<file path="config.mk">
export PLATFORM = sky130hd
export DESIGN_NAME = permutation_cycle_engine_unit_flat
export DESIGN_NICKNAME = d
export VERILOG_FILES = /design/src/sv/pce_pkg.sv /design/src/sv/pce_ifs.sv /design/src/sv/pce_ram.sv /design/src/sv/permutation_cycle_engine_unit.sv /design/src/flat_wrapper.sv
export SDC_FILE = /design/constraint.sdc
export NUM_CORES = 1
export LEC_CHECK = 0
export BUFFER_PORTS_ARGS = -buffer_cell sky130_fd_sc_hd__buf_2
export CORE_UTILIZATION = 40
export DETAILED_ROUTE_END_ITERATION = 16
export PLACE_DENSITY_LB_ADDON = 0.08
export SETUP_SLACK_MARGIN = 0.3
export SYNTH_ARGS = -nofsm -noshare
export SYNTH_HDL_FRONTEND = slang
export SYNTH_SLANG_ARGS = --single-unit
</file>
<file path="constraint.sdc">
create_clock -name clock -period 2.9 [get_ports clock]
set_input_delay 0.87 -clock clock [delete_from_list [all_inputs] [get_ports clock]]
set_output_delay 0.87 -clock clock [all_outputs]
set_load 0.01 [all_outputs]
</file>
<file path="src/sv/pce_pkg.sv">
package pce_pkg;

   localparam int MAX_SIZE_DEF = 16;

   // fixed field widths of the request / response transactions
   localparam int FUNC_W     = 3;
   localparam int POS_W      = 5;
   localparam int STEP_W     = 4;
   localparam int VAL_W      = 5;
   localparam int CSR_ADDR_W = 3;
   localparam int CSR_DATA_W = 32;

   // register index is paddr[2]
   localparam logic REG_ACTIVE_SIZE = 1'b0;

   typedef enum logic [FUNC_W-1:0] {
      FUNC_IDENTITY = 3'd0,
      FUNC_SWAP     = 3'd1,
      FUNC_FIX      = 3'd2,
      FUNC_CYC_LEFT = 3'd3,
      FUNC_CYC_RGHT = 3'd4,
      FUNC_READ     = 3'd5
   } func_type;

   typedef enum logic [3:0] {
      ST_IDLE,
      ST_LOOKUP,
      ST_SWAP_RDX,
      ST_SWAP_RDY,
      ST_SWAP_WRX,
      ST_SWAP_WRY,
      ST_ROT_FIRST,
      ST_ROT_SAVE,
      ST_ROT_READ,
      ST_ROT_WRITE,
      ST_ROT_LAST,
      ST_REBUILD,
      ST_REB_DRAIN,
      ST_RES_READ,
      ST_RES_CAP
   } state_type;

endpackage

</file>
<file path="src/sv/pce_ifs.sv">
interface pce_req_if
   import pce_pkg::*;
();
   logic              valid;
   logic              ready;
   logic [FUNC_W-1:0] func;
   logic [POS_W-1:0]  first_pos;
   logic [POS_W-1:0]  last_pos;
   logic [STEP_W-1:0] step_index;
   logic [VAL_W-1:0]  item_value;

   modport source (output valid, func, first_pos, last_pos, step_index, item_value,
                   input ready);
   modport sink   (input valid, func, first_pos, last_pos, step_index, item_value,
                   output ready);
endinterface

interface pce_rsp_if
   import pce_pkg::*;
();
   logic             valid;
   logic             ready;
   logic [VAL_W-1:0] perm_value;
   logic [VAL_W-1:0] inverse_value;
   logic             arg_error;

   modport source (output valid, perm_value, inverse_value, arg_error, input ready);
   modport sink   (input valid, perm_value, inverse_value, arg_error, output ready);
endinterface

</file>
<file path="src/sv/pce_ram.sv">
module pce_ram #(
   parameter int WIDTH = 8,
   parameter int DEPTH = 16
) (
   input  logic                     clock,
   input  logic                     wr_en,
   input  logic [$clog2(DEPTH)-1:0] wr_addr,
   input  logic [WIDTH-1:0]         wr_data,
   input  logic [$clog2(DEPTH)-1:0] rd_addr,
   output logic [WIDTH-1:0]         rd_data
);

   logic [WIDTH-1:0] mem [DEPTH];

   always_ff @(posedge clock) begin
      if (wr_en) begin
         mem[wr_addr] <= wr_data;
      end
      rd_data <= mem[rd_addr];
   end

endmodule

</file>
<file path="src/sv/permutation_cycle_engine_unit.sv">
// Permutation cycle engine: holds a permutation p of 1..n and its inverse q in two
// small RAMs, both starting as the identity (per-entry valid bits make reset, the
// identity request and any active_size write take effect at once). A request swaps,
// fixes or rotates entries through one read and one write port per RAM, then walks
// the changed array once to rebuild the other, and returns both entries at first_pos.
// One request is in flight at a time; req ready is high only while idle. The rebuild
// walk reads one entry per cycle over n = active_size entries, and each RAM has a
// single read port. The response sits in an output register, so a new request
// is taken while the previous response waits.
module permutation_cycle_engine_unit
   import pce_pkg::*;
#(
   parameter int MAX_SIZE = MAX_SIZE_DEF
) (
   input  logic                  clock,
   input  logic                  reset,
   pce_req_if.sink               req_bus,
   pce_rsp_if.source             rsp_bus,
   input  logic                  csr_psel,
   input  logic                  csr_penable,
   input  logic                  csr_pwrite,
   input  logic [CSR_ADDR_W-1:0] csr_paddr,
   input  logic [CSR_DATA_W-1:0] csr_pwdata,
   output logic [CSR_DATA_W-1:0] csr_prdata,
   output logic                  csr_pready
);

   localparam int AW = $clog2(MAX_SIZE);
   localparam int EW = $clog2(MAX_SIZE + 1);
   localparam int CW = (EW > POS_W) ? EW : POS_W;
   localparam int RESET_SIZE = (16 <= MAX_SIZE) ? 16 : MAX_SIZE;

   state_type         state_ff, state_in;
   logic [AW-1:0]     idx_ff, idx_in, end_ff, end_in, x_ff, x_in, y_ff, y_in;
   logic [AW-1:0]     pend_idx_ff, pend_idx_in;
   logic              dir_dn_ff, dir_dn_in, pend_ff, pend_in;
   logic              src_inv_ff, src_inv_in, lookup_ff, lookup_in;
   logic [EW-1:0]     tmp_ff, tmp_in;
   logic [EW-1:0]     size_ff, size_in;
   logic [POS_W-1:0]  pos_ff, pos_in;
   logic              pos_ok_ff, pos_ok_in, err_ff, err_in;
   logic [VAL_W-1:0]  perm_out_ff, perm_out_in, inv_out_ff, inv_out_in;
   logic              err_out_ff, err_out_in, rsp_valid_ff, rsp_valid_in;

   logic [MAX_SIZE-1:0] p_vld_ff, q_vld_ff;
   logic              rd_vld_p_ff, rd_vld_q_ff;
   logic [AW-1:0]     rd_addr_p_ff, rd_addr_q_ff;

   logic              p_we, q_we, s_we, d_we;
   logic [AW-1:0]     p_waddr, q_waddr, s_waddr, d_waddr;
   logic [AW-1:0]     p_raddr, q_raddr, s_raddr, d_raddr;
   logic [EW-1:0]     p_wdata, q_wdata, s_wdata, d_wdata;
   logic [EW-1:0]     p_rdata, q_rdata, p_val, q_val, s_val, d_val;
   logic [EW-1:0]     s_val_m1, d_val_m1;
   logic [CW-1:0]     p_ext, q_ext;

   logic              cfg_wr, clear_vld, accept, rsp_load;
   logic [CW-1:0]     n_c, j_c, q_c, v_c, s_c, a_c, n_m1_c, j_m1_c, q_m1_c, v_m1_c, cfg_c;
   logic              step_bad, rng_bad, j_ok;
   logic [AW-1:0]     idx_nb, pos_m1;
   logic [CW-1:0]     pos_m1_c;

   pce_ram #(.WIDTH(EW), .DEPTH(MAX_SIZE)) u_perm_ram (
      .clock   (clock),
      .wr_en   (p_we),
      .wr_addr (p_waddr),
      .wr_data (p_wdata),
      .rd_addr (p_raddr),
      .rd_data (p_rdata)
   );

   pce_ram #(.WIDTH(EW), .DEPTH(MAX_SIZE)) u_inv_ram (
      .clock   (clock),
      .wr_en   (q_we),
      .wr_addr (q_waddr),
      .wr_data (q_wdata),
      .rd_addr (q_raddr),
      .rd_data (q_rdata)
   );

   // source/destination routing: source is q only for the right cycle
   assign p_we    = src_inv_ff ? d_we    : s_we;
   assign p_waddr = src_inv_ff ? d_waddr : s_waddr;
   assign p_wdata = src_inv_ff ? d_wdata : s_wdata;
   assign p_raddr = src_inv_ff ? d_raddr : s_raddr;
   assign q_we    = src_inv_ff ? s_we    : d_we;
   assign q_waddr = src_inv_ff ? s_waddr : d_waddr;
   assign q_wdata = src_inv_ff ? s_wdata : d_wdata;
   assign q_raddr = src_inv_ff ? s_raddr : d_raddr;

   // never-written entries read as identity
   assign p_val = rd_vld_p_ff ? p_rdata : EW'(rd_addr_p_ff) + EW'(1);
   assign q_val = rd_vld_q_ff ? q_rdata : EW'(rd_addr_q_ff) + EW'(1);
   assign s_val = src_inv_ff ? q_val : p_val;
   assign d_val = src_inv_ff ? p_val : q_val;
   assign s_val_m1 = s_val - EW'(1);
   assign d_val_m1 = d_val - EW'(1);
   assign p_ext = CW'(p_val);
   assign q_ext = CW'(q_val);

   assign cfg_wr = csr_psel && csr_penable && csr_pwrite && csr_pready &&
                   (csr_paddr[2] == REG_ACTIVE_SIZE);
   assign csr_pready = 1'b1;
   assign csr_prdata = (csr_paddr[2] == REG_ACTIVE_SIZE) ? CSR_DATA_W'(size_ff) : '0;

   always_comb begin
      cfg_c = CW'(csr_pwdata[POS_W-1:0]);
      if (cfg_c == '0) begin
         size_in = EW'(1);
      end else if (cfg_c > CW'(MAX_SIZE)) begin
         size_in = EW'(MAX_SIZE);
      end else begin
         size_in = cfg_c[EW-1:0];
      end
   end

   // argument checks on the incoming transaction
   assign n_c    = CW'(size_ff);
   assign j_c    = CW'(req_bus.first_pos);
   assign q_c    = CW'(req_bus.last_pos);
   assign v_c    = CW'(req_bus.item_value);
   assign s_c    = CW'(req_bus.step_index);
   assign a_c    = n_c - CW'(1) - s_c;
   assign n_m1_c = n_c - CW'(1);
   assign j_m1_c = j_c - CW'(1);
   assign q_m1_c = q_c - CW'(1);
   assign v_m1_c = v_c - CW'(1);
   assign step_bad = (s_c >= n_c) || (v_c == '0) || (v_c > n_c);
   assign rng_bad  = (j_c == '0) || (q_c == '0) || (j_c > n_c) || (q_c > n_c) || (j_c > q_c);
   assign j_ok     = (j_c != '0) && (j_c <= n_c);

   assign idx_nb   = dir_dn_ff ? idx_ff - AW'(1) : idx_ff + AW'(1);
   assign pos_m1_c = CW'(pos_ff) - CW'(1);
   assign pos_m1   = pos_m1_c[AW-1:0];

   assign req_bus.ready = (state_ff == ST_IDLE);
   assign accept = req_bus.valid && req_bus.ready;

   always_comb begin
      state_in    = state_ff;
      idx_in      = idx_ff;
      end_in      = end_ff;
      dir_dn_in   = dir_dn_ff;
      x_in        = x_ff;
      y_in        = y_ff;
      tmp_in      = tmp_ff;
      pend_in     = pend_ff;
      pend_idx_in = pend_idx_ff;
      src_inv_in  = src_inv_ff;
      lookup_in   = lookup_ff;
      pos_in      = pos_ff;
      pos_ok_in   = pos_ok_ff;
      err_in      = err_ff;
      clear_vld   = 1'b0;
      rsp_load    = 1'b0;
      s_we        = 1'b0;
      s_waddr     = idx_ff;
      s_wdata     = tmp_ff;
      s_raddr     = idx_ff;
      d_we        = 1'b0;
      d_waddr     = s_val_m1[AW-1:0];
      d_wdata     = EW'(pend_idx_ff) + EW'(1);
      d_raddr     = idx_ff;

      case (state_ff)
         ST_IDLE: begin
            if (accept) begin
               pos_in     = req_bus.first_pos;
               pos_ok_in  = j_ok;
               src_inv_in = 1'b0;
               lookup_in  = 1'b0;
               dir_dn_in  = 1'b0;
               x_in       = a_c[AW-1:0];
               y_in       = v_m1_c[AW-1:0];
               err_in     = 1'b0;
               state_in   = ST_RES_READ;
               case (func_type'(req_bus.func))
                  FUNC_IDENTITY: begin
                     clear_vld = 1'b1;
                  end
                  FUNC_SWAP: begin
                     err_in = step_bad;
                     if (!step_bad) begin
                        state_in = ST_SWAP_RDX;
                     end
                  end
                  FUNC_FIX: begin
                     err_in    = step_bad;
                     lookup_in = 1'b1;
                     if (!step_bad) begin
                        state_in = ST_LOOKUP;
                     end
                  end
                  FUNC_CYC_LEFT: begin
                     err_in    = rng_bad;
                     idx_in    = q_m1_c[AW-1:0];
                     end_in    = j_m1_c[AW-1:0];
                     dir_dn_in = 1'b1;
                     if (!rng_bad) begin
                        state_in = ST_ROT_FIRST;
                     end
                  end
                  FUNC_CYC_RGHT: begin
                     err_in = rng_bad;
                     idx_in = j_m1_c[AW-1:0];
                     end_in = q_m1_c[AW-1:0];
                     if (!rng_bad) begin
                        src_inv_in = 1'b1;
                        state_in   = ST_ROT_FIRST;
                     end
                  end
                  FUNC_READ: begin
                     err_in = !j_ok;
                  end
                  default: begin
                     err_in = 1'b1;
                  end
               endcase
            end
         end
         // fixed value: its position comes from the inverse
         ST_LOOKUP: begin
            d_raddr  = y_ff;
            state_in = ST_SWAP_RDX;
         end
         ST_SWAP_RDX: begin
            s_raddr = x_ff;
            if (lookup_ff) begin
               y_in = d_val_m1[AW-1:0];
            end
            state_in = ST_SWAP_RDY;
         end
         ST_SWAP_RDY: begin
            s_raddr  = y_ff;
            tmp_in   = s_val;
            state_in = ST_SWAP_WRX;
         end
         ST_SWAP_WRX: begin
            s_we     = 1'b1;
            s_waddr  = x_ff;
            s_wdata  = s_val;
            state_in = ST_SWAP_WRY;
         end
         ST_SWAP_WRY: begin
            s_we      = 1'b1;
            s_waddr   = y_ff;
            s_wdata   = tmp_ff;
            idx_in    = '0;
            dir_dn_in = 1'b0;
            pend_in   = 1'b0;
            state_in  = ST_REBUILD;
         end
         ST_ROT_FIRST: begin
            s_raddr  = idx_ff;
            state_in = ST_ROT_SAVE;
         end
         ST_ROT_SAVE: begin
            tmp_in   = s_val;
            state_in = ST_ROT_READ;
         end
         ST_ROT_READ: begin
            if (idx_ff == end_ff) begin
               state_in = ST_ROT_LAST;
            end else begin
               s_raddr  = idx_nb;
               state_in = ST_ROT_WRITE;
            end
         end
         ST_ROT_WRITE: begin
            s_we     = 1'b1;
            s_waddr  = idx_ff;
            s_wdata  = s_val;
            idx_in   = idx_nb;
            state_in = ST_ROT_READ;
         end
         ST_ROT_LAST: begin
            s_we      = 1'b1;
            s_waddr   = idx_ff;
            s_wdata   = tmp_ff;
            idx_in    = '0;
            dir_dn_in = 1'b0;
            pend_in   = 1'b0;
            state_in  = ST_REBUILD;
         end
         // read src[i] each cycle, write dst[src[i]-1] = i+1 in the cycle after
         ST_REBUILD: begin
            s_raddr     = idx_ff;
            d_we        = pend_ff;
            pend_in     = 1'b1;
            pend_idx_in = idx_ff;
            if (idx_ff == n_m1_c[AW-1:0]) begin
               state_in = ST_REB_DRAIN;
            end else begin
               idx_in = idx_nb;
            end
         end
         ST_REB_DRAIN: begin
            d_we     = 1'b1;
            pend_in  = 1'b0;
            state_in = ST_RES_READ;
         end
         ST_RES_READ: begin
            s_raddr  = pos_m1;
            d_raddr  = pos_m1;
            state_in = ST_RES_CAP;
         end
         ST_RES_CAP: begin
            s_raddr = pos_m1;
            d_raddr = pos_m1;
            if (!rsp_valid_ff || rsp_bus.ready) begin
               rsp_load = 1'b1;
               state_in = ST_IDLE;
            end
         end
         default: begin
            state_in = ST_IDLE;
         end
      endcase
   end

   always_comb begin
      perm_out_in = perm_out_ff;
      inv_out_in  = inv_out_ff;
      err_out_in  = err_out_ff;
      if (rsp_load) begin
         perm_out_in = pos_ok_ff ? p_ext[VAL_W-1:0] : '0;
         inv_out_in  = pos_ok_ff ? q_ext[VAL_W-1:0] : '0;
         err_out_in  = err_ff;
      end
      if (rsp_load) begin
         rsp_valid_in = 1'b1;
      end else if (rsp_bus.ready) begin
         rsp_valid_in = 1'b0;
      end else begin
         rsp_valid_in = rsp_valid_ff;
      end
   end

   assign rsp_bus.valid         = rsp_valid_ff;
   assign rsp_bus.perm_value    = perm_out_ff;
   assign rsp_bus.inverse_value = inv_out_ff;
   assign rsp_bus.arg_error     = err_out_ff;

   always_ff @(posedge clock) begin
      if (reset) begin
         state_ff     <= ST_IDLE;
         rsp_valid_ff <= 1'b0;
         pend_ff      <= 1'b0;
         src_inv_ff   <= 1'b0;
         size_ff      <= EW'(RESET_SIZE);
         p_vld_ff     <= '0;
         q_vld_ff     <= '0;
      end else begin
         state_ff     <= state_in;
         rsp_valid_ff <= rsp_valid_in;
         pend_ff      <= pend_in;
         src_inv_ff   <= src_inv_in;
         if (cfg_wr) begin
            size_ff <= size_in;
         end
         if (cfg_wr || clear_vld) begin
            p_vld_ff <= '0;
            q_vld_ff <= '0;
         end else begin
            if (p_we) begin
               p_vld_ff[p_waddr] <= 1'b1;
            end
            if (q_we) begin
               q_vld_ff[q_waddr] <= 1'b1;
            end
         end
      end
   end

   always_ff @(posedge clock) begin
      idx_ff       <= idx_in;
      end_ff       <= end_in;
      dir_dn_ff    <= dir_dn_in;
      x_ff         <= x_in;
      y_ff         <= y_in;
      tmp_ff       <= tmp_in;
      pend_idx_ff  <= pend_idx_in;
      lookup_ff    <= lookup_in;
      pos_ff       <= pos_in;
      pos_ok_ff    <= pos_ok_in;
      err_ff       <= err_in;
      perm_out_ff  <= perm_out_in;
      inv_out_ff   <= inv_out_in;
      err_out_ff   <= err_out_in;
      rd_vld_p_ff  <= p_vld_ff[p_raddr];
      rd_vld_q_ff  <= q_vld_ff[q_raddr];
      rd_addr_p_ff <= p_raddr;
      rd_addr_q_ff <= q_raddr;
   end

   // a taken transaction always leaves idle in the next cycle
   a_accept_busy: assert property (@(posedge clock) disable iff (reset)
      accept |=> (state_ff != ST_IDLE))
      else $error("request accepted but engine stayed idle");

   // RAM writes only come from the swap, rotate and rebuild steps
   a_write_states: assert property (@(posedge clock) disable iff (reset)
      (p_we || q_we) |-> (state_ff == ST_SWAP_WRX || state_ff == ST_SWAP_WRY ||
                          state_ff == ST_ROT_WRITE || state_ff == ST_ROT_LAST ||
                          state_ff == ST_REBUILD || state_ff == ST_REB_DRAIN))
      else $error("RAM write outside an update step");

   // pending rebuild write never leaks out of the rebuild walk
   a_pend_scope: assert property (@(posedge clock) disable iff (reset)
      pend_ff |-> (state_ff == ST_REBUILD || state_ff == ST_REB_DRAIN))
      else $error("rebuild write pending outside rebuild");

   a_size_range: assert property (@(posedge clock) disable iff (reset)
      (size_ff != '0) && (CW'(size_ff) <= CW'(MAX_SIZE)))
      else $error("active size out of range");

endmodule
</file>
<file path="src/flat_wrapper.sv">
// flat-port wrapper written by rule: the top's interface ports become plain ports
module permutation_cycle_engine_unit_flat import pce_pkg::*;
#(
   parameter int MAX_SIZE = MAX_SIZE_DEF
)
  (clock, reset, csr_psel, csr_penable, csr_pwrite, csr_paddr, csr_pwdata, csr_prdata, csr_pready, req_bus_valid, req_bus_func, req_bus_first_pos, req_bus_last_pos, req_bus_step_index, req_bus_item_value, req_bus_ready, rsp_bus_valid, rsp_bus_perm_value, rsp_bus_inverse_value, rsp_bus_arg_error, rsp_bus_ready);
  pce_req_if req_bus_i ();
  pce_rsp_if rsp_bus_i ();
  input  logic clock;
  input  logic reset;
  input  logic csr_psel;
  input  logic csr_penable;
  input  logic csr_pwrite;
  input  logic [CSR_ADDR_W-1:0] csr_paddr;
  input  logic [CSR_DATA_W-1:0] csr_pwdata;
  output logic [CSR_DATA_W-1:0] csr_prdata;
  output logic csr_pready;
  input wire logic [$bits(req_bus_i.valid)-1:0] req_bus_valid;
  input wire logic [$bits(req_bus_i.func)-1:0] req_bus_func;
  input wire logic [$bits(req_bus_i.first_pos)-1:0] req_bus_first_pos;
  input wire logic [$bits(req_bus_i.last_pos)-1:0] req_bus_last_pos;
  input wire logic [$bits(req_bus_i.step_index)-1:0] req_bus_step_index;
  input wire logic [$bits(req_bus_i.item_value)-1:0] req_bus_item_value;
  output wire logic [$bits(req_bus_i.ready)-1:0] req_bus_ready;
  output wire logic [$bits(rsp_bus_i.valid)-1:0] rsp_bus_valid;
  output wire logic [$bits(rsp_bus_i.perm_value)-1:0] rsp_bus_perm_value;
  output wire logic [$bits(rsp_bus_i.inverse_value)-1:0] rsp_bus_inverse_value;
  output wire logic [$bits(rsp_bus_i.arg_error)-1:0] rsp_bus_arg_error;
  input wire logic [$bits(rsp_bus_i.ready)-1:0] rsp_bus_ready;
  assign req_bus_i.valid = req_bus_valid;
  assign req_bus_i.func = req_bus_func;
  assign req_bus_i.first_pos = req_bus_first_pos;
  assign req_bus_i.last_pos = req_bus_last_pos;
  assign req_bus_i.step_index = req_bus_step_index;
  assign req_bus_i.item_value = req_bus_item_value;
  assign req_bus_ready = req_bus_i.ready;
  assign rsp_bus_valid = rsp_bus_i.valid;
  assign rsp_bus_perm_value = rsp_bus_i.perm_value;
  assign rsp_bus_inverse_value = rsp_bus_i.inverse_value;
  assign rsp_bus_arg_error = rsp_bus_i.arg_error;
  assign rsp_bus_i.ready = rsp_bus_ready;
  permutation_cycle_engine_unit #(.MAX_SIZE(MAX_SIZE)) u_core (.clock(clock), .reset(reset), .req_bus(req_bus_i), .rsp_bus(rsp_bus_i), .csr_psel(csr_psel), .csr_penable(csr_penable), .csr_pwrite(csr_pwrite), .csr_paddr(csr_paddr), .csr_pwdata(csr_pwdata), .csr_prdata(csr_prdata), .csr_pready(csr_pready));
endmodule
</file>
==> run metrics, run 1 <==
First-pass DRT Iterations 5; Top-Level Pins 110; vias in the first global route 9,240; Die H 183.7 um; CP cell instances xor2_1, o41ai_4, buf_4, o211ai_1, o21ai_4, buf_12, buf_12, mux2i_2, a221oi_4, or4_4; Psw 0.006720 W; clock latency on the worst-skew pair 0.55 ns; power per cell area 1062 nW/um^2; min-delay worst type flop to flop; Initial Util 40.60%; Die Area 33,750 sq um; Top FF cell, synth edfxtp_1; kind of critical path flop to flop; P_leak 6.203 nW; Setup Viol. Count Final 3; Die Width 183.7 um; Post-Route WL 33.92 mm; hold_ws 0.4535 ns; synthesized area 13,210 sq um; Crit path top cell by count buf_12; WP buf/inv 3; Critical Path Start u_core.idx_ff[0]$_DFFE_PP_; CTS max path bufs 3; Switching Share 38.17%; H-tree levels 1; CP endpoint kind flop; DR WL/cell 18.58 um; clock power share 21.9%; number of nets in the layout 1,467; layout cells sized above 1 27.02%; area added between synthesis and finish 25.45%; Sequential Power Share 28.7%; CP endpoint u_core.u_perm_ram.rd_data[3]$_DFF_P_; largest net degree at the start of global routing 53; CP max-delay cell or4_4; Num Clock Sinks 268; fmax 0.3420 GHz; CP Depth 10; hold_buf cts 0; max-cap viol count 0; gr ovfl total 0; Max Slew Vio Count 0; pre-CTS setup slack -0.2597 ns; Worst Path Arrival 3.34 ns; Worst path top cell family by delay compound AO/OA/AOI/OAI gates; flop-to-flop setup slack -0.02 ns; Port-buffer cells 52; worst r2r src u_core.idx_ff[0]$_DFFE_PP_; YS warnings 0; worst reg2reg endpoint u_core.u_perm_ram.rd_data[3]$_DFF_P_; site row count 66; EDFF count, synth 204; ANT cells 0; Routed Antenna Nets 0; Mean Syn Cell Area 11.18 sq um; Detail Placement HPWL 24.30 mm; Peak VDD IR 620.7 uV; TritonCTS buffer count 29; via/cell ratio 5.196; Slew @ Worst Pin 0.7266 ns; crit path time final 2.924 ns; CTS tree built; register area share after synthesis 56.08%; core footprint 32,540 sq um; RSZ-0062 raised after global routing true; Mapped Cells 1,181; skew final 0.01407 ns; Routability Congestion 0.8430; Post-synth ARST share 0%; worst reg2reg path depth 10; Tcrit/Tclk final 100.8%; critical path required time 3.31 ns; Worst-path clk slew 0.06 ns; Setup WS post-layout -0.02437 ns; count of different cell masters after synthesis 76; Logic pwr share 49.4%; Tot GR Track Use 20.08%; Int Power 0.01088 W; initial antenna violation count 0; worst-path fanout max 9; outcome complete, but fails checks; failing checks setup timing; synthesis-stage register bit count 268; final hold vios 0; global-route wire length before repair 51.74 mm; Initial DRC Count 534; DRC viols 0; Slew Limit Headroom 51.56%; CP startpoint kind flop; Critical Path Max Stage Delay 0.53 ns; CTS root buf clkbuf_16; Power, Total 0.01760 W; DR vias 9,487
## area by class of cell
type                       instances  area [sq um]
multi-input combinational        816          5794
tap                              442         553.0
timing repair buffer             212          1664
clock inverter                    15         201.4
fill                            3012         15970
clock buffer                      39         803.3
inverter                          34         142.6
sequential                       268          7412
## sequential cells by signal, summed over array words and instances, names as in the netlist, 16 cells and up
| register | cells |
|---|---|
| u_core.q_vld_ff | 16 |
| u_core.u_perm_ram.mem | 80 |
| u_core.p_vld_ff | 16 |
| u_core.u_inv_ram.mem | 80 |
## power by group through the flow
stage	combinational [W]	clock, W	sequential (W)
final	0.00869	0.00386	0.00505
after global routing	0.00936	0.00410	0.00508
after CTS	0.00834	0.00396	0.00504
after detailed placement	0.00758	0	0.00512
after global placement	0.00754	0	0.00512
after floorplan	0.00441	0	0.00502
## worst register-to-register path, cell delays in order, from the launching register on
cell and delay (ns):
edfxtp_1 0.40, xor2_1 0.21, o41ai_4 0.45, buf_4 0.18, o211ai_1 0.11, o21ai_4 0.17
buf_12 0.18, buf_12 0.16, mux2i_2 0.29, a221oi_4 0.11, or4_4 0.53
## metal layers
metal / global-route usage (%) / vias to the layer above / share of wire [%]
met5: 0 / - / 0
met1: 26.48 / 4612 / 45
met4: 4.133 / 0 / 1.7
li1: - / 4680 / -
met3: 2.397 / 35 / 3.4
met2: 35.32 / 160 / 50
## placed cells by master (no fill, tap or decap), drive strengths merged, types with 9 or more instances in the layout
master    n
a21oi    91
a221oi   46
and3      9
buf     211
clkbuf   40
clkinv   10
conb     28
dfxtp    64
edfxtp  204
ha       40
inv      34
mux2i    66
nand2   151
nand2b   10
nand3    25
nor2     94
nor2b    12
nor3     13
o211ai   11
o21ai    69
or4      14
xnor2    17
xor2     16
## synthesized netlist by cell type, types with 4 or more instances
library cell  count  area share (%)
o21a_1            6            0.34
inv_1            31            0.88
o21ai_0          64             2.4
edfxtp_1        204              46
o22a_1            4            0.27
a221oi_1         45             3.0
xnor2_1          17             1.1
buf_2            11            0.42
nand2b_1         10            0.47
nor2b_1          12            0.57
mux2i_1          66             5.0
nand3b_1          5            0.28
buf_6             9            0.77
mux2_2            6            0.51
nor3_1           13            0.49
dfxtp_1          64             9.7
clkbuf_1         31            0.88
buf_1             4            0.11
nand2_1         151             4.3
nor3b_1           6            0.34
a21o_1            6            0.34
ha_1             40             3.8
nand3_1          25            0.95
o22ai_1           4            0.19
and3_1            8            0.38
a21oi_1          88             3.3
or4_1            14            0.80
o211ai_1         11            0.63
a22o_1            7            0.46
xor2_1           14            0.93
and2_1            6            0.28
nor2_1           93             2.6
nand4_1           4            0.19
buf_4            33             1.9
## logic make-up (layout without fill, tap and decap cells)
logic type               count (synthesis)  after routing  share of synthesized area, %
buffers and inverters                  123            300                         5.096
other                                    2             28                       0.05686
XOR/XNOR                                34             34                         2.472
AO/OA/AOI/OAI                          275            275                         13.80
AND/OR/NAND/NOR                        365            365                         12.89
adder cells (fa/ha/maj)                 42             42                         4.092
flip-flops                             268            268                         56.08
multiplexers                            72             72                         5.513
## metrics by stage
stage | TNS (ns) | cell area, sq um | utilization, % | std cells
floorplan | 0 | 13320 | - | 1207
global placement | -1.701 | 14930 | 45.90 | 1765
detailed placement | -2.100 | 14930 | 45.90 | 1765
CTS | -0.01627 | 16360 | 50.27 | 1824
global route | -1.917 | 16570 | 50.93 | 1826
finish | -0.04898 | 16570 | 50.93 | 1826
## worst min path at each step
stage	to	cells after the start	startpoint
final	u_core.q_vld_ff[2]$_SDFFE_PP0N_	2	u_core.q_vld_ff[2]$_SDFFE_PP0N_
after global routing	u_core.q_vld_ff[14]$_SDFFE_PP0N_	2	u_core.q_vld_ff[14]$_SDFFE_PP0N_
after CTS	u_core.q_vld_ff[6]$_SDFFE_PP0N_	2	u_core.q_vld_ff[6]$_SDFFE_PP0N_
after detailed placement	u_core.q_vld_ff[6]$_SDFFE_PP0N_	2	u_core.q_vld_ff[6]$_SDFFE_PP0N_
after global placement	u_core.p_vld_ff[10]$_SDFFE_PP0N_	2	u_core.p_vld_ff[10]$_SDFFE_PP0N_
after floorplan	u_core.rsp_bus.arg_error$_DFFE_PP_	0	u_core.err_ff$_DFFE_PP_
## what timing repair did
action,in CTS,in global routing
pin swaps,8,9
cloned,0,1
setup buffers,5,1
gates resized for setup,88,42
setup endpoints to repair,209,203
No activity file was read; power rests on OpenSTA's default activity.
==> inputs of run 2 (changes only) <==
--- a/config.mk
+++ b/config.mk
@@ -6,6 +6,7 @@
 export NUM_CORES = 1
 export LEC_CHECK = 0
 export BUFFER_PORTS_ARGS = -buffer_cell sky130_fd_sc_hd__buf_2
+export CORE_ASPECT_RATIO = 1.2
 export CORE_UTILIZATION = 40
 export DETAILED_ROUTE_END_ITERATION = 16
 export PLACE_DENSITY_LB_ADDON = 0.08
==> constraint.sdc (replaced) <==
create_clock -name clock -period 2.5 [get_ports clock]
set_input_delay 0.75 -clock clock [delete_from_list [all_inputs] [get_ports clock]]
set_output_delay 0.75 -clock clock [all_outputs]
set_load 0.01 [all_outputs]
==> run 2 against run 1 <==
The flow still finishes with violations (setup timing). Fmax fell by 1.6%. Design area increased by 12%. Clock skew grew 0.0026 ns. Combinational power up 55%. Clock power grew 5.4%. Die area about the same. Sequential power up 17%. Setup slack got worse by 0.45 ns. Critical path depth is the same. Clock-buffer cell count increased by 1.
==> run metrics, run 2 (synthesis results as in run 1) <==
met2 WL post-DR 19.17 mm (+13%); Slew @ Worst Pin 0.7356 ns (+0.009048 ns); CTS max path bufs 3 (unchanged); clock power share 17.3% (-4.6 points); Peak VDD IR 808.3 uV (+30%); placed cell count 1,763 (-0.11%); via/cell ratio 5.303 (+2.1%); Logic pwr share 57.4% (+8.0 points); commonest non-fill, non-tap cell in the layout edfxtp_1; min-delay worst type input pin to flop; final hold vios 0 (unchanged); failing checks setup timing; Slew Limit Headroom 50.95% (-0.60 points); DR vias 9,885 (+4.2%); Detail Placement HPWL 25.21 mm (+3.8%); WL met1 14.75 mm (-3.4%); clock latency on the worst-skew pair 0.56 ns (about the same); pre-CTS setup slack -0.6376 ns (-0.3778 ns); Routed Antenna Nets 0 (unchanged); initial antenna violation count 0 (unchanged); Die Area 33,760 sq um (about the same); worst reg2reg endpoint u_core.u_perm_ram.rd_data[4]$_DFF_P_; number of nets in the layout 1,542 (+5.1%); CTS tree built; Worst Hold End u_core.n_c[0]$_SDFFE_PP0P_; area added between synthesis and finish 40.13%; Routability Congestion 0.8398 (-0.38%); max-cap viol count 0 (unchanged); flop-to-flop setup slack -0.47 ns (-0.45 ns); final non-filler cell total 1,864 (+2.1%); Die Width 167.9 um (-8.6%); Top-Level Pins 110 (unchanged); CP max-delay cell edfxtp_1; critical path required time 2.92 ns (-0.39 ns); Int Power 0.01431 W (+31%); Setup WS post-layout -0.4714 ns (-0.4470 ns); Switching Share 39.04% (+0.86 points); DR WL/cell 19.22 um (+3.5%); outcome complete, but fails checks; CTS root buf clkbuf_16; core footprint 32,340 sq um (-0.60%); CP endpoint kind flop; DRC viols 0 (unchanged); Max Slew Vio Count 0 (unchanged); layout cells sized above 1 41.32% (+14 points); DR top layer met4; Initial Util 40.84% (+0.25 points); gr ovfl total 0 (unchanged); First-pass DRT Iterations 5 (unchanged); Worst-path clk slew 0.06 ns (about the same); largest net degree at the start of global routing 42 (-21%); Worst Path Arrival 3.39 ns (+0.05 ns); Psw 0.009163 W (+36%); Initial DRC Count 569 (+6.6%); Num Clock Sinks 268 (unchanged); site row count 72 (+9.1%); worst reg2reg path depth 10 (unchanged); vias in the first global route 9,879 (+6.9%); CP cell instances ha_1, a21o_1, a21oi_2, xor2_2, or3_4, nand4_1, buf_4, and3b_2, and3_4, or4_4; hold path start csr_pwdata[0]; kind of critical path flop to flop; Post-Route WL 35.83 mm (+5.6%); Tcrit/Tclk final 118.9% (+18 points); routed wl met3 1.220 mm (+5.9%); most frequent cells in the layout edfxtp_1, buf_4, nand2_1; RSZ-0062 raised after global routing true; P_leak 6.832 nW (+10%); skew final 0.01664 ns (+0.002569 ns); Port-buffer cells 52 (unchanged); crit path time final 2.971 ns (+0.04698 ns); Setup Viol. Count Final 12 (+9); Tot GR Track Use 21.17% (+1.1 points); Core Util, Final 57.23% (+6.3 points); H-tree levels 1 (unchanged); Hold Path Stages 3 (+1); power per cell area 1268 nW/um^2 (+19%); worst r2r src u_core.idx_ff[1]$_DFFE_PP_; Regs by FF count u_core.u_inv_ram.mem: 80 flops, u_core.u_perm_ram.mem: 80 flops; ANT cells 0 (unchanged); fmax 0.3365 GHz (-1.6%); TritonCTS buffer count 27 (-6.9%); CP startpoint kind flop; Sequential Power Share 25.3% (-3.4 points); Die H 201.1 um (+9.4%); worst-path fanout max 6 (-3); Critical Path Start u_core.idx_ff[1]$_DFFE_PP_; global-route wire length before repair 55.26 mm (+6.8%); Critical Path Max Stage Delay 0.50 ns (-0.03 ns); setup TNS -4.991 ns (-4.942 ns)
## run 2: cell count changes in the layout (fill, tap and decap cells not counted), moves of 24 or more
cell,previous run,this run
a21oi_1,83,54
nor2_1,76,52
buf_4,141,167
buf_6,4,33
o21ai_2,4,29
o21ai_0,54,14
## run 2: worst max-delay path by stage
stage	to	slack, ns
2_1_floorplan	u_core.rd_vld_q_ff$_DFF_P_	-0.23
3_3_place_gp	u_core.u_inv_ram.rd_data[0]$_DFF_P_	-0.57
3_5_place_dp	u_core.u_inv_ram.rd_data[0]$_DFF_P_	-0.64
4_1_cts	u_core.u_perm_ram.rd_data[4]$_DFF_P_	-0.47
5_1_grt	u_core.u_perm_ram.rd_data[4]$_DFF_P_	-0.59
6_report	u_core.u_perm_ram.rd_data[4]$_DFF_P_	-0.47
## run 2: final cells by class
class | count | area, sq um
fill | 2693 | 13830
clock buffer | 40 | 774.5
timing repair buffer | 288 | 2641
inverter | 34 | 150.1
clock inverter | 10 | 125.1
multi-input combinational | 817 | 6874
tap | 407 | 509.2
sequential | 268 | 7436
## run 2: power groups by stage
stage	Sequential [W]	Clock [W]	Combinational (W)
after floorplan	0.00584	0	0.00613
after global placement	0.00597	0	0.00995
after detailed placement	0.00598	0	0.0100
after CTS	0.00591	0.00416	0.0125
after global routing	0.00597	0.00434	0.0144
final	0.00593	0.00407	0.0135
## run 2: per-stage QoR
step / hold slack (ns) / area, sq um / power (W)
after CTS: 0.3970 / 17870 / 0.02262
after global placement: 0.4319 / 15760 / 0.01592
after floorplan: 0.4003 / 13910 / 0.01197
final: 0.4239 / 18510 / 0.02347
after detailed placement: 0.4417 / 15760 / 0.01600
after global routing: 0.4201 / 18510 / 0.02468
## run 2: repair_timing
| item | CTS | global route |
|---|---|---|
| endpoints found under the setup margin | 363 | 328 |
| gates resized for setup | 206 | 107 |
| setup buffers | 31 | 14 |
| pin swaps | 73 | 32 |
| hold endpoints to repair | 0 | 0 |
| hold buffers | 0 | 0 |
| cloned | 4 | 2 |
## run 2: critical path, delay by kind of cell (launching register included)
| kind | cells | cell delay, ns |
|---|---|---|
| AO/OA/AOI/OAI | 2 | 0.34 |
| XOR/XNOR | 1 | 0.24 |
| adder cells (fa/ha/maj) | 1 | 0.32 |
| buffers and inverters | 1 | 0.19 |
| flip-flops | 1 | 0.50 |
| AND/OR/NAND/NOR | 5 | 1.24 |
## run 2: per-layer routing
metal	up-vias	global-route usage, %
met1	4817	25.63
li1	4841	-
met3	43	2.011
met4	0	5.767
met2	184	39.64
met5	-	0
